<file path="config.mk">
export PLATFORM = sky130hd
export DESIGN_NAME = adjacent_sample_features_unit
export DESIGN_NICKNAME = d
export VERILOG_FILES = /design/src/asf_pkg.sv /design/src/adjacent_sample_features_unit.sv /design/src/asf_front.sv /design/src/asf_queue.sv /design/src/asf_back.sv
export SDC_FILE = /design/constraint.sdc
export NUM_CORES = 2
export LEC_CHECK = 0
export BUFFER_PORTS_ARGS = -buffer_cell sky130_fd_sc_hd__clkbuf_2
export CAP_MARGIN = 20
export CORE_MARGIN = 1
export CORE_UTILIZATION = 35
export DETAILED_ROUTE_END_ITERATION = 8
export PLACE_DENSITY = 0.55
export SETUP_SLACK_MARGIN = 0.02
export SYNTH_ARGS = -nofsm -noshare
export SYNTH_HDL_FRONTEND = slang
export SYNTH_SLANG_ARGS = --single-unit
</file>
<file path="constraint.sdc">
create_clock -name clk -period 10.5 [get_ports clk]
set_input_delay 2.625 -clock clk [delete_from_list [all_inputs] [get_ports clk]]
set_output_delay 2.625 -clock clk [all_outputs]
set_load 0.05 [all_outputs]
</file>
<file path="src/asf_pkg.sv">
// Package for the adjacent-sample features unit: widths, the per-packet
// snapshot that crosses from front end to back end, and sequencer codes.
// No dependencies.
`timescale 1ns / 1ps
`default_nettype none
package asf_pkg;

  localparam int MAX_SAMPLES = 512;
  localparam int CNT_W       = $clog2(MAX_SAMPLES + 1);

  // iteration counts of the shared arithmetic unit
  localparam int MUL_ITERS  = 40;
  localparam int DIV_ITERS  = 64;
  localparam int SQRT_ITERS = 40;
  localparam int ITER_W     = 7;

  // running sums of one packet, handed to the back end at the last sample
  typedef struct packed {
    logic [CNT_W-1:0]   count;
    logic signed [7:0]  first;
    logic signed [7:0]  lastv;
    logic [17:0]        sad;
    logic [26:0]        ssq;
    logic signed [17:0] sall;
    logic [24:0]        ssqall;
    logic signed [24:0] spp;
    logic               ovf;
  } asf_snap_t;

  typedef enum logic [2:0] {
    ST_IDLE,
    ST_LOAD,
    ST_START,
    ST_RUN,
    ST_STORE,
    ST_OUT
  } asf_state_t;

  typedef enum logic [3:0] {
    OP_NN,
    OP_A,
    OP_B,
    OP_NXY,
    OP_SXSY,
    OP_NX2,
    OP_SXX,
    OP_NY2,
    OP_SYY,
    OP_DMAD,
    OP_DVAR,
    OP_T12,
    OP_SQRT,
    OP_DCOR
  } asf_op_t;

  typedef enum logic [1:0] {
    UK_MUL,
    UK_DIV,
    UK_SQRT
  } asf_kind_t;

endpackage
`default_nettype wire

</file>
<file path="src/adjacent_sample_features_unit.sv">
// Adjacent-sample features: one sample per cycle in while the queue is not full,
// one result per packet. The result is computed after the last sample by the
// bit-serial multiply/divide/sqrt unit; a packet under two samples skips it.
// The back end works on one packet at a time, so up to two finished packets
// queue up and input stalls when the queue is full.
// Reset: synchronous rst clears sums, queue, sequencer and result valid.
`timescale 1ns / 1ps
`default_nettype none
module adjacent_sample_features_unit (
  input  wire         clk,
  input  wire         rst,
  input  wire         s_tvalid,
  output logic        s_tready,
  input  wire  [7:0]  s_tdata,  // [7:0] sample
  input  wire         s_tlast,
  output logic        m_tvalid,
  input  wire         m_tready,
  output logic [55:0] m_tdata,  // [15:0] mean_abs_diff, [37:16] diff_variance,
                                // [53:38] correlation, [55:54] zero
  output logic [1:0]  m_tuser   // [0] too_short, [1] overlong
);
  import asf_pkg::*;

  logic               push, q_full, pop, q_valid;
  asf_snap_t          push_data, pop_data;
  logic [15:0]        mad;
  logic [21:0]        var_o;
  logic signed [15:0] corr;
  logic               shortf, ovf;

  asf_front u_front (
    .clk       (clk),
    .rst       (rst),
    .in_valid  (s_tvalid),
    .in_ready  (s_tready),
    .in_sample (s_tdata),
    .in_last   (s_tlast),
    .push      (push),
    .push_data (push_data),
    .q_full    (q_full)
  );

  asf_queue u_queue (
    .clk       (clk),
    .rst       (rst),
    .push      (push),
    .push_data (push_data),
    .full      (q_full),
    .pop       (pop),
    .not_empty (q_valid),
    .pop_data  (pop_data)
  );

  asf_back u_back (
    .clk       (clk),
    .rst       (rst),
    .q_valid   (q_valid),
    .q_data    (pop_data),
    .pop       (pop),
    .out_valid (m_tvalid),
    .out_ready (m_tready),
    .out_mad   (mad),
    .out_var   (var_o),
    .out_corr  (corr),
    .out_short (shortf),
    .out_ovf   (ovf)
  );

  assign m_tdata = {2'b00, corr, var_o, mad};
  assign m_tuser = {ovf, shortf};

`ifndef SYNTHESIS
  // a short packet carries all-zero features
  a_short_zero: assert property (@(posedge clk) disable iff (rst)
    m_tvalid && m_tuser[0] |-> m_tdata[53:0] == 54'd0)
    else $error("short packet with non-zero features");

  // a zero mean difference goes with a zero difference variance
  a_mad_var: assert property (@(posedge clk) disable iff (rst)
    m_tvalid && m_tdata[15:0] == 16'd0 |-> m_tdata[37:16] == 22'd0)
    else $error("variance non-zero with zero mean difference");

  // the back end only pops a queue that holds a packet
  a_pop: assert property (@(posedge clk) disable iff (rst)
    pop |-> q_valid)
    else $error("pop from empty queue");
`endif

endmodule
`default_nettype wire

</file>
<file path="src/asf_front.sv">
// Front end: accepts samples and keeps the running per-packet sums.
// Pushes a snapshot into the queue at the last sample. Depends on asf_pkg.
`timescale 1ns / 1ps
`default_nettype none
module asf_front (
  input  wire              clk,
  input  wire              rst,
  input  wire              in_valid,
  output logic             in_ready,
  input  wire [7:0]        in_sample,
  input  wire              in_last,
  output logic             push,
  output asf_pkg::asf_snap_t push_data,
  input  wire              q_full
);
  import asf_pkg::*;

  logic [CNT_W-1:0]   count;
  logic signed [7:0]  first;
  logic signed [7:0]  prev;
  logic [17:0]        sad;
  logic [26:0]        ssq;
  logic signed [17:0] sall;
  logic [24:0]        ssqall;
  logic signed [24:0] spp;
  logic               ovf;

  logic               acc;
  logic signed [7:0]  s;
  logic signed [8:0]  d;
  logic [7:0]         ad;
  logic signed [15:0] pp;
  asf_snap_t          nx;

  assign in_ready = !q_full;
  assign acc      = in_valid && in_ready;
  assign s        = in_sample;
  assign d        = 9'(s) - 9'(prev);
  assign ad       = d[8] ? 8'(-d) : d[7:0];
  assign pp       = 16'(prev) * 16'(s);

  // next sums for this sample
  always_comb begin
    nx.count  = count;
    nx.first  = first;
    nx.lastv  = prev;
    nx.sad    = sad;
    nx.ssq    = ssq;
    nx.sall   = sall;
    nx.ssqall = ssqall;
    nx.spp    = spp;
    nx.ovf    = ovf;
    if (count < CNT_W'(MAX_SAMPLES)) begin
      if (count == '0) begin
        nx.first = s;
      end else begin
        nx.sad = sad + 18'(ad);
        nx.ssq = ssq + 27'(16'(ad) * 16'(ad));
        nx.spp = spp + 25'(pp);
      end
      nx.sall   = sall + 18'(s);
      nx.ssqall = ssqall + 25'(16'(16'(s) * 16'(s)));
      nx.lastv  = s;
      nx.count  = count + 1'b1;
    end else begin
      nx.ovf = 1'b1;
    end
  end

  assign push      = acc && in_last;
  assign push_data = nx;

  // sum registers, cleared after each packet
  always_ff @(posedge clk) begin
    if (rst || push) begin
      count  <= '0;
      first  <= '0;
      prev   <= '0;
      sad    <= '0;
      ssq    <= '0;
      sall   <= '0;
      ssqall <= '0;
      spp    <= '0;
      ovf    <= 1'b0;
    end else if (acc) begin
      count  <= nx.count;
      first  <= nx.first;
      prev   <= nx.lastv;
      sad    <= nx.sad;
      ssq    <= nx.ssq;
      sall   <= nx.sall;
      ssqall <= nx.ssqall;
      spp    <= nx.spp;
      ovf    <= nx.ovf;
    end
  end

endmodule
`default_nettype wire

</file>
<file path="src/asf_queue.sv">
// Two-entry queue of packet snapshots between front and back end.
// Depends on asf_pkg.
`timescale 1ns / 1ps
`default_nettype none
module asf_queue (
  input  wire                clk,
  input  wire                rst,
  input  wire                push,
  input  asf_pkg::asf_snap_t push_data,
  output logic               full,
  input  wire                pop,
  output logic               not_empty,
  output asf_pkg::asf_snap_t pop_data
);
  import asf_pkg::*;

  asf_snap_t  mem [2];
  logic       wptr;
  logic       rptr;
  logic [1:0] fill;

  assign full      = fill == 2'd2;
  assign not_empty = fill != 2'd0;
  assign pop_data  = mem[rptr];

  // storage
  always_ff @(posedge clk) begin
    if (push) begin
      mem[wptr] <= push_data;
    end
  end

  // pointers and fill level
  always_ff @(posedge clk) begin
    if (rst) begin
      wptr <= 1'b0;
      rptr <= 1'b0;
      fill <= 2'd0;
    end else begin
      if (push) wptr <= !wptr;
      if (pop)  rptr <= !rptr;
      fill <= fill + 2'(push) - 2'(pop);
    end
  end

endmodule
`default_nettype wire

</file>
<file path="src/asf_back.sv">
// Back end: sequencer over one shared bit-serial multiply / divide / square
// root unit that turns a packet snapshot into the result item.
// Depends on asf_pkg.
`timescale 1ns / 1ps
`default_nettype none
module asf_back (
  input  wire                clk,
  input  wire                rst,
  input  wire                q_valid,
  input  asf_pkg::asf_snap_t q_data,
  output logic               pop,
  output logic               out_valid,
  input  wire                out_ready,
  output logic [15:0]        out_mad,
  output logic [21:0]        out_var,
  output logic signed [15:0] out_corr,
  output logic               out_short,
  output logic               out_ovf
);
  import asf_pkg::*;

  asf_state_t state, state_next;
  asf_op_t    op;

  // packet terms
  logic [CNT_W-1:0]   n;
  logic [17:0]        sad;
  logic [26:0]        ssq;
  logic signed [24:0] spp;
  logic signed [18:0] sx, sy;
  logic signed [25:0] sx2, sy2;
  logic               shortf, ovf;
  logic [19:0]        nn;
  logic [37:0]        a_r, b_r;
  logic signed [39:0] pn, pxy, tx1, sxx, ty1, syy;
  logic [79:0]        prod;
  logic [39:0]        den;
  logic [15:0]        mad;
  logic [21:0]        var_r;
  logic signed [15:0] corr;

  // arithmetic unit registers
  asf_kind_t         kind;
  logic [ITER_W-1:0] cnt;
  logic [79:0]       mcd, macc;
  logic [39:0]       mpl;
  logic              mneg;
  logic [63:0]       dvd, quo;
  logic [39:0]       dvs, rem;
  logic [79:0]       rad;
  logic [39:0]       rt;
  logic [41:0]       srem;

  // derived terms
  logic signed [40:0] num, t1, t2;
  logic [39:0]        t1c, t2c, nmag;
  logic [37:0]        amb;
  logic signed [39:0] ma, mb;
  logic [39:0]        uma, umb;
  logic [63:0]        op_dvd;
  logic [39:0]        op_dvs;
  logic [79:0]        res;
  logic [40:0]        rem_sh;
  logic [43:0]        srem_sh, trial;
  logic [15:0]        lsq, fsq;

  assign num  = 41'(pn) - 41'(pxy);
  assign t1   = 41'(tx1) - 41'(sxx);
  assign t2   = 41'(ty1) - 41'(syy);
  assign t1c  = t1[40] ? '0 : t1[39:0];
  assign t2c  = t2[40] ? '0 : t2[39:0];
  assign nmag = num[40] ? 40'(-num) : num[39:0];
  assign amb  = (a_r > b_r) ? a_r - b_r : '0;
  assign lsq  = 16'(16'(q_data.lastv) * 16'(q_data.lastv));
  assign fsq  = 16'(16'(q_data.first) * 16'(q_data.first));

  // operand selection for the current step
  always_comb begin
    ma     = '0;
    mb     = '0;
    op_dvd = '0;
    op_dvs = 40'd1;
    case (op)
      OP_NN:   begin ma = 40'(n);   mb = 40'(n);   end
      OP_A:    begin ma = 40'(n);   mb = 40'(ssq); end
      OP_B:    begin ma = 40'(sad); mb = 40'(sad); end
      OP_NXY:  begin ma = 40'(n);   mb = 40'(spp); end
      OP_SXSY: begin ma = 40'(sx);  mb = 40'(sy);  end
      OP_NX2:  begin ma = 40'(n);   mb = 40'(sx2); end
      OP_SXX:  begin ma = 40'(sx);  mb = 40'(sx);  end
      OP_NY2:  begin ma = 40'(n);   mb = 40'(sy2); end
      OP_SYY:  begin ma = 40'(sy);  mb = 40'(sy);  end
      OP_T12:  begin ma = t1c;      mb = t2c;      end
      OP_DMAD: begin op_dvd = {38'd0, sad, 8'd0}; op_dvs = 40'(n); end
      OP_DVAR: begin op_dvd = {18'd0, amb, 8'd0}; op_dvs = 40'(nn); end
      OP_DCOR: begin op_dvd = {9'd0, nmag, 15'd0}; op_dvs = den; end
      default: begin end
    endcase
  end

  assign uma = ma[39] ? 40'(-ma) : ma;
  assign umb = mb[39] ? 40'(-mb) : mb;

  // one divide step and one square root step
  assign rem_sh  = {rem, dvd[63]};
  assign srem_sh = {srem, rad[79:78]};
  assign trial   = {2'b00, rt, 2'b01};

  // unit result
  always_comb begin
    case (kind)
      UK_MUL:  res = mneg ? 80'(-macc) : macc;
      UK_DIV:  res = 80'(quo);
      UK_SQRT: res = 80'(rt);
      default: res = '0;
    endcase
  end

  // next state
  always_comb begin
    state_next = state;
    pop        = 1'b0;
    case (state)
      ST_IDLE: begin
        if (q_valid) begin
          state_next = ST_LOAD;
        end
      end
      ST_LOAD: begin
        pop        = 1'b1;
        state_next = (q_data.count < CNT_W'(2)) ? ST_OUT : ST_START;
      end
      ST_START: state_next = ST_RUN;
      ST_RUN:   if (cnt == '0) state_next = ST_STORE;
      ST_STORE: begin
        if (op == OP_DCOR || (op == OP_SQRT && res == '0)) begin
          state_next = ST_OUT;
        end else begin
          state_next = ST_START;
        end
      end
      ST_OUT:   if (!out_valid || out_ready) state_next = ST_IDLE;
      default:  state_next = ST_IDLE;
    endcase
  end

  always_ff @(posedge clk) begin
    if (rst) begin
      state <= ST_IDLE;
    end else begin
      state <= state_next;
    end
  end

  // step counter of the sequencer
  always_ff @(posedge clk) begin
    if (rst || state == ST_LOAD) begin
      op <= OP_NN;
    end else if (state == ST_STORE) begin
      op <= asf_op_t'(op + 1'b1);
    end
  end

  // take in the queue head as it is popped
  always_ff @(posedge clk) begin
    if (state == ST_LOAD) begin
      n      <= q_data.count - 1'b1;
      sad    <= q_data.sad;
      ssq    <= q_data.ssq;
      spp    <= q_data.spp;
      sx     <= 19'(q_data.sall) - 19'(q_data.lastv);
      sy     <= 19'(q_data.sall) - 19'(q_data.first);
      sx2    <= 26'(q_data.ssqall) - 26'(lsq);
      sy2    <= 26'(q_data.ssqall) - 26'(fsq);
      shortf <= q_data.count < CNT_W'(2);
      ovf    <= q_data.ovf;
      mad    <= '0;
      var_r  <= '0;
      corr   <= '0;
    end else if (state == ST_STORE) begin
      case (op)
        OP_NN:   nn   <= res[19:0];
        OP_A:    a_r  <= res[37:0];
        OP_B:    b_r  <= res[37:0];
        OP_NXY:  pn   <= res[39:0];
        OP_SXSY: pxy  <= res[39:0];
        OP_NX2:  tx1  <= res[39:0];
        OP_SXX:  sxx  <= res[39:0];
        OP_NY2:  ty1  <= res[39:0];
        OP_SYY:  syy  <= res[39:0];
        OP_T12:  prod <= res;
        OP_SQRT: den  <= res[39:0];
        OP_DMAD: mad  <= (res > 80'hFFFF) ? 16'hFFFF : res[15:0];
        OP_DVAR: var_r <= (res > 80'h3FFFFF) ? 22'h3FFFFF : res[21:0];
        OP_DCOR: begin
          if (num[40]) begin
            corr <= (res > 80'd32768) ? 16'sh8000 : 16'(-res[15:0]);
          end else begin
            corr <= (res > 80'd32767) ? 16'sh7FFF : res[15:0];
          end
        end
        default: begin end
      endcase
    end
  end

  // shared bit-serial unit
  always_ff @(posedge clk) begin
    if (state == ST_START) begin
      case (op)
        OP_DMAD, OP_DVAR, OP_DCOR: begin
          kind <= UK_DIV;
          cnt  <= ITER_W'(DIV_ITERS - 1);
        end
        OP_SQRT: begin
          kind <= UK_SQRT;
          cnt  <= ITER_W'(SQRT_ITERS - 1);
        end
        default: begin
          kind <= UK_MUL;
          cnt  <= ITER_W'(MUL_ITERS - 1);
        end
      endcase
      mcd  <= 80'(uma);
      mpl  <= umb;
      macc <= '0;
      mneg <= ma[39] ^ mb[39];
      dvd  <= op_dvd;
      dvs  <= op_dvs;
      quo  <= '0;
      rem  <= '0;
      rad  <= prod;
      rt   <= '0;
      srem <= '0;
    end else if (state == ST_RUN) begin
      cnt <= cnt - 1'b1;
      case (kind)
        UK_MUL: begin
          if (mpl[0]) macc <= macc + mcd;
          mcd <= {mcd[78:0], 1'b0};
          mpl <= {1'b0, mpl[39:1]};
        end
        UK_DIV: begin
          dvd <= {dvd[62:0], 1'b0};
          if (rem_sh >= {1'b0, dvs}) begin
            rem <= 40'(rem_sh - {1'b0, dvs});
            quo <= {quo[62:0], 1'b1};
          end else begin
            rem <= rem_sh[39:0];
            quo <= {quo[62:0], 1'b0};
          end
        end
        UK_SQRT: begin
          rad <= {rad[77:0], 2'b00};
          if (srem_sh >= trial) begin
            srem <= 42'(srem_sh - trial);
            rt   <= {rt[38:0], 1'b1};
          end else begin
            srem <= srem_sh[41:0];
            rt   <= {rt[38:0], 1'b0};
          end
        end
        default: begin end
      endcase
    end
  end

  // result register
  always_ff @(posedge clk) begin
    if (rst) begin
      out_valid <= 1'b0;
    end else if (state == ST_OUT && (!out_valid || out_ready)) begin
      out_valid <= 1'b1;
    end else if (out_ready) begin
      out_valid <= 1'b0;
    end
  end

  always_ff @(posedge clk) begin
    if (state == ST_OUT && (!out_valid || out_ready)) begin
      out_mad   <= mad;
      out_var   <= var_r;
      out_corr  <= corr;
      out_short <= shortf;
      out_ovf   <= ovf;
    end
  end

endmodule
`default_nettype wire

</file>
# [After elaboration in Yosys (flattened, before gate mapping)]
# Memory sizes are Yosys's and may differ from the RTL's. A register that Yosys moved wholly into a read port is not among the register bits.
# Cells that the tools add are included.
[classes] add_sub_neg=29 n_mul=5 n_div=0 magnitude_cmp=9 eq_ne=24 shift=0 mux=56 bitwise=2 n_reduce_logical=50
[op_table] op="$mux W40" n=12
[op_table] op="$pmux W40 S9" n=1
[op_table] op="$mux W80" n=4
[op_table] op="$pmux W80 S3" n=1
[op_table] op="$pmux W40 S5" n=1
[op_table] op="$mux W64" n=3
[op_table] op="$pmux W55 S3" n=1
[op_table] op="$gt A80 B16 Y1 const B" n=2
[op_table] op="$mux W139" n=1
[op_table] op="$sub A40 B40 Y41" n=3
[op_table] op="$neg A40 Y40" n=3
[op_table] op="$pmux W40 S3" n=1
[op_table] op="$add A80 B80 Y80" n=1
[op_table] op="$gt A80 B15 Y1 const B" n=1
[op_table] op="$gt A80 B22 Y1 const B" n=1
[op_table] op="$logic_not A80 Y1" n=1
[op_table] op="$mul A8 B8 Y16" n=5
[op_table] op="$neg A80 Y80" n=1
[op_table] op="$mux W16" n=4
[op_table] op="$sub A25 B16 Y26" n=2
[op_table] op="$mux W45" n=1
[op_table] op="$ge A44 B42 Y1" n=1
[op_table] op="$mux W42" n=1
[op_table] op="$sub A42 B42 Y42" n=1
[op_table] op="57 further kinds" n=122
[word_totals] ff_bits=1470 latchBits=0 ramBits=280 romBits=0 input_bits=13 memories=1
[mem_list] memory="u_queue.mem" depth=2 word_bits=140 read_ports=1 rd_ports_with_merged_regs=1 write_ports=1 line_no="asf_queue.sv:17" source="asf_snap_t mem [2];"

# [Depth between registers and ports, before layout]
[depth] depth_word=8 mapped_depth=37 depth_no_buf=36

# [Cells and area by module]
# A second synthesis with hierarchy kept.
[hier_totals] hier_cells=11310 area_unflattened_um2=109786.5
[by_module_without_submodules] mod="asf_back" instances=1 cells_per_inst=8588 area_per_inst_um2=80821.3 seq_area_each_um2=35894.4
[by_module_without_submodules] mod="asf_front" instances=1 cells_per_inst=2260 area_per_inst_um2=18193.7 seq_area_each_um2=2802.7
[by_module_without_submodules] mod="asf_queue" instances=1 cells_per_inst=457 area_per_inst_um2=10737.8 seq_area_each_um2=8508.2
[by_module_without_submodules] mod="adjacent_sample_features_unit" instances=1 cells_per_inst=5 area_per_inst_um2=33.8 seq_area_each_um2=0.0

# [Worst setup path after synthesis]
# OpenSTA, ideal clock, no wires.
[synth_timing] path_kind="input to register" from="in s_tdata[0]" to="mem u_queue.mem[0][89] in the netlist's numbering (data pin)" setup_time_ns=0.264 t_arrival_ns=9.351 required_ns=10.236 setup_slack_ns=0.885 stages=32 cell_sequence="inv_1 ha_1 inv_1 fa_1 a21o_1 a21oi_1 o21bai_1 a21oi_1 nand2b_1 a31oi_1 mux2i_1 inv_1 nand2_1 fa_1 inv_1 fa_1 ha_1 inv_1 fa_1 inv_1 ha_1 a21o_1 a21oi_1 o21ai_0 a21oi_1 o21ai_0 a211oi_1 nor3_1 o31a_1 o21ai_1 nor2_1 xor2_1"
[synth_lines] item="from (decl)" line_no="adjacent_sample_features_unit.sv:14" source="input wire [7:0] s_tdata,"
[synth_lines] item="to (decl)" line_no="asf_queue.sv:17"

==> results.toml <==
[synth]
synthesis.instances = 11220
synth-async-reset-ratio_pct = 0
ys_warnings = 0
ys_dominant_reg_cell = "edfxtp_1"
synth-seq-cells = 1743
syn_area_per_cell_um2 = 9.698
yosys.cell_types.count = 97
synth_edf_count = 1230
synth-seq-area-share_pct = 43.38
netlist_area_um2 = 108800

[clocking]
cts_tree = "done"
hold_buffers = 0
cts.reportedPaths.clkPinSlew_ps = 60
htree_num_levels = 4
cts.path.max_buffers = 4
clockRootBuffer = "clkbuf_16"
cts-resized-gates = 0
cts_post_setup_buffers_inserted = 0
numClockSinks = 1743
cts_inserted_buffers = 197
worstSkewPairLatency_ps = 890

[global_route]
grt_pass1_wl_um = 515800
grt_antenna_before_repair = 20
grt_start_max_net_pins = 171
overflow = 0
grt_pass1_vias = 81650
grt_usage_pct = 21.26

[timing]
timing.final.setup_violations = 0
worst_slew_pin_slew_ps = 1197
layout_min_cycle_time_ps = 9379
slew_violations = 0
highest_clock_rate_mhz = 106.6
grt_setup_unrepaired = "false"
fin_worst_skew_ps = 60.91
setup-tns-final_ps = 0
timing.slew.headroom_pct = 19.72
fin_crit_sh_pct = 89.32
finalHoldViolations = 0

[run_status]
run_status = "finished, final reports clean"

[worst_hold_path]
hold_start = "u_back.mad[10]"
hp-class = "reg -> reg"
min_delay_path_depth = 0
worst_hold_path.endpoint = "u_back.out_mad[10]"

[routing]
route.detailed.drc = 0
detail_route.vias_per_cell = 5.498
post_drt_wl_per_cell_um = 22.23
route.vias.total = 84938
detailedRoute.firstIterationViolations = 7180
final_antenna_net_count = 0
detailedRoute.firstPassIterationCount = 8
finalWirelength_um = 343500

[finish]
drive_above_1_share_pct = 7.577
postLayoutCoreUtil_pct = 39.07
layout.cells.most_common = "nand2_1"
finalNetCount = 12120
final.fill_count = 30281
area.growth.synth_to_final_pct = 10.98
mostFrequentLayoutCells = "nand2_1, edfxtp_1, inv_1"

[die]
design.core.area_um2 = 309100
die-height_um = 559.6
dieWidth_um = 559.6
die_area_um2 = 313100
fp_rows = 204
pin_count = 73
initial_cell_density_of_the_core_pct = 35.20

[worst_setup_path]
timing.critical_path.fanout_max = 12
rr_endpoint = "u_back.sx2[16]"
cp.arrival_ps = 9970
crit_path_end_kind = "flop"
timing.critical_path.from_type = "input pin"
crit_slowest_cell = "fa_1"
rrSetupSlack_ps = 2120
ff2ff_path_depth = 25
timing_worst_setup_path_type = "in -> reg"
timing.critical_path.slowest_cell_delay_ps = 560
worst-endpoint-required_ps = 11090

[placed_design]
hpwl_um = 251300
place_congestion = 0.9481
port-buffer-count = 70

[flow_run]
cap_viol_max_count = 0
how the worst max path moves through the flow:
| stage | startpoint | to | slack (ps) | depth (start not counted) |
|---|---|---|---|---|
| floorplan | s_tdata[0] | u_queue.mem[0][89] | 880 | 32 |
| global placement | s_tdata[0] | u_queue.mem[0][94] | 190 | 35 |
| detailed placement | s_tdata[0] | u_queue.mem[0][94] | 290 | 35 |
| CTS | s_tdata[0] | u_queue.mem[0][92] | 1170 | 35 |
| global route | s_tdata[0] | u_queue.mem[0][88] | 660 | 34 |
| finish | s_tdata[0] | u_queue.mem[0][92] | 1120 | 35 |
cell usage after synthesis (all sizes together) (43+ instances only):
cell type	count	area share, %
a22oi	117	0.81
buf	46	0.19
mux2	129	1.3
mux2i	110	1.0
and2	128	0.74
edfxtp	1230	34
a221oi	45	0.36
xor2	264	2.1
nand4	95	0.56
or2	52	0.30
a22o	82	0.66
o31ai	83	0.57
nand2b	67	0.39
or3	70	0.40
and3	92	0.53
fa	293	5.4
inv	879	3.0
xnor2	407	3.3
nor2b	73	0.42
nor3	230	1.1
o21bai	78	0.54
nor2	812	2.8
clkbuf	463	1.6
ha	648	7.5
a21oi	824	3.8
nand3	234	1.1
nor4	43	0.27
nand2	1304	4.5
o211ai	51	0.35
a211oi	110	0.76
o21a	66	0.46
a31oi	118	0.68
dfxtp	513	9.4
a21o	241	1.7
o21ai	682	3.1
final cells by class:
cell class | instances | area, um2 | share of cell area, %
diodes | 6 | 15.01 | 0.01243
clock buffers | 246 | 5291 | 4.382
flip-flops and latches | 1743 | 47220 | 39.10
multi-input cells | 8085 | 56610 | 46.87
well taps | 4120 | 5155 | 4.269
clock inverters | 110 | 1295 | 1.072
inverters | 884 | 3333 | 2.760
repair buffers | 255 | 1849 | 1.531
state kept, by name, indices dropped and copies added, names as in the netlist, 42 cells and up, named ones only:
signal and cells:
u_back.srem 42, u_back.rad 80, u_back.dvd 56, u_queue.mem 280
u_back.mcd 80, u_back.prod 80, u_back.macc 80, u_back.quo 64
critical path: cells and delay by family:
family	cells	cell delay, ps
XOR/XNOR	2	450
AND/OR/NAND/NOR	3	330
buffers and inverters	8	810
AO/OA/AOI/OAI	15	2870
adder cells (fa/ha/maj)	7	2880
routing by layer:
layer / GRT usage [%] / routed length [um] / vias up
met3: 2.474 / 16930 / 552
met1: 28.24 / 151400 / 41864
met5: 0 / 12 / -
met4: 8.366 / 14590 / 2
li1: - / - / 40089
met2: 35.28 / 160600 / 2431
cell families (layout without fill, tap and decap cells):
family / after synthesis / in the layout / synth area share, %
AO/OA/AOI/OAI: 2896 / 2896 / 17.10
buffers and inverters: 1393 / 1495 / 4.840
multiplexers: 239 / 239 / 2.347
XOR/XNOR: 671 / 671 / 5.401
AND/OR/NAND/NOR: 3336 / 3336 / 14.09
other: 1 / 8 / 0.003446
adder cells (fa/ha/maj): 941 / 941 / 12.84
flip-flops: 1743 / 1743 / 43.38
stage by stage:
stage / instance area (um2) / worst slack (ps) / hold slack [ps] / instances
final: 120800 / 1121 / 408.0 / 15449
after global routing: 120700 / 659.0 / 409.8 / 15443
after CTS: 120600 / 1172 / 400.8 / 15436
after detailed placement: 114000 / 290.9 / 404.5 / 15080
after global placement: 114000 / 193.8 / 406.9 / 15079
after floorplan: 108800 / 884.8 / 400.3 / 11221
Power is not shown: default switching activity piles up to over one toggle a cycle in this logic, so the estimate is an artifact.
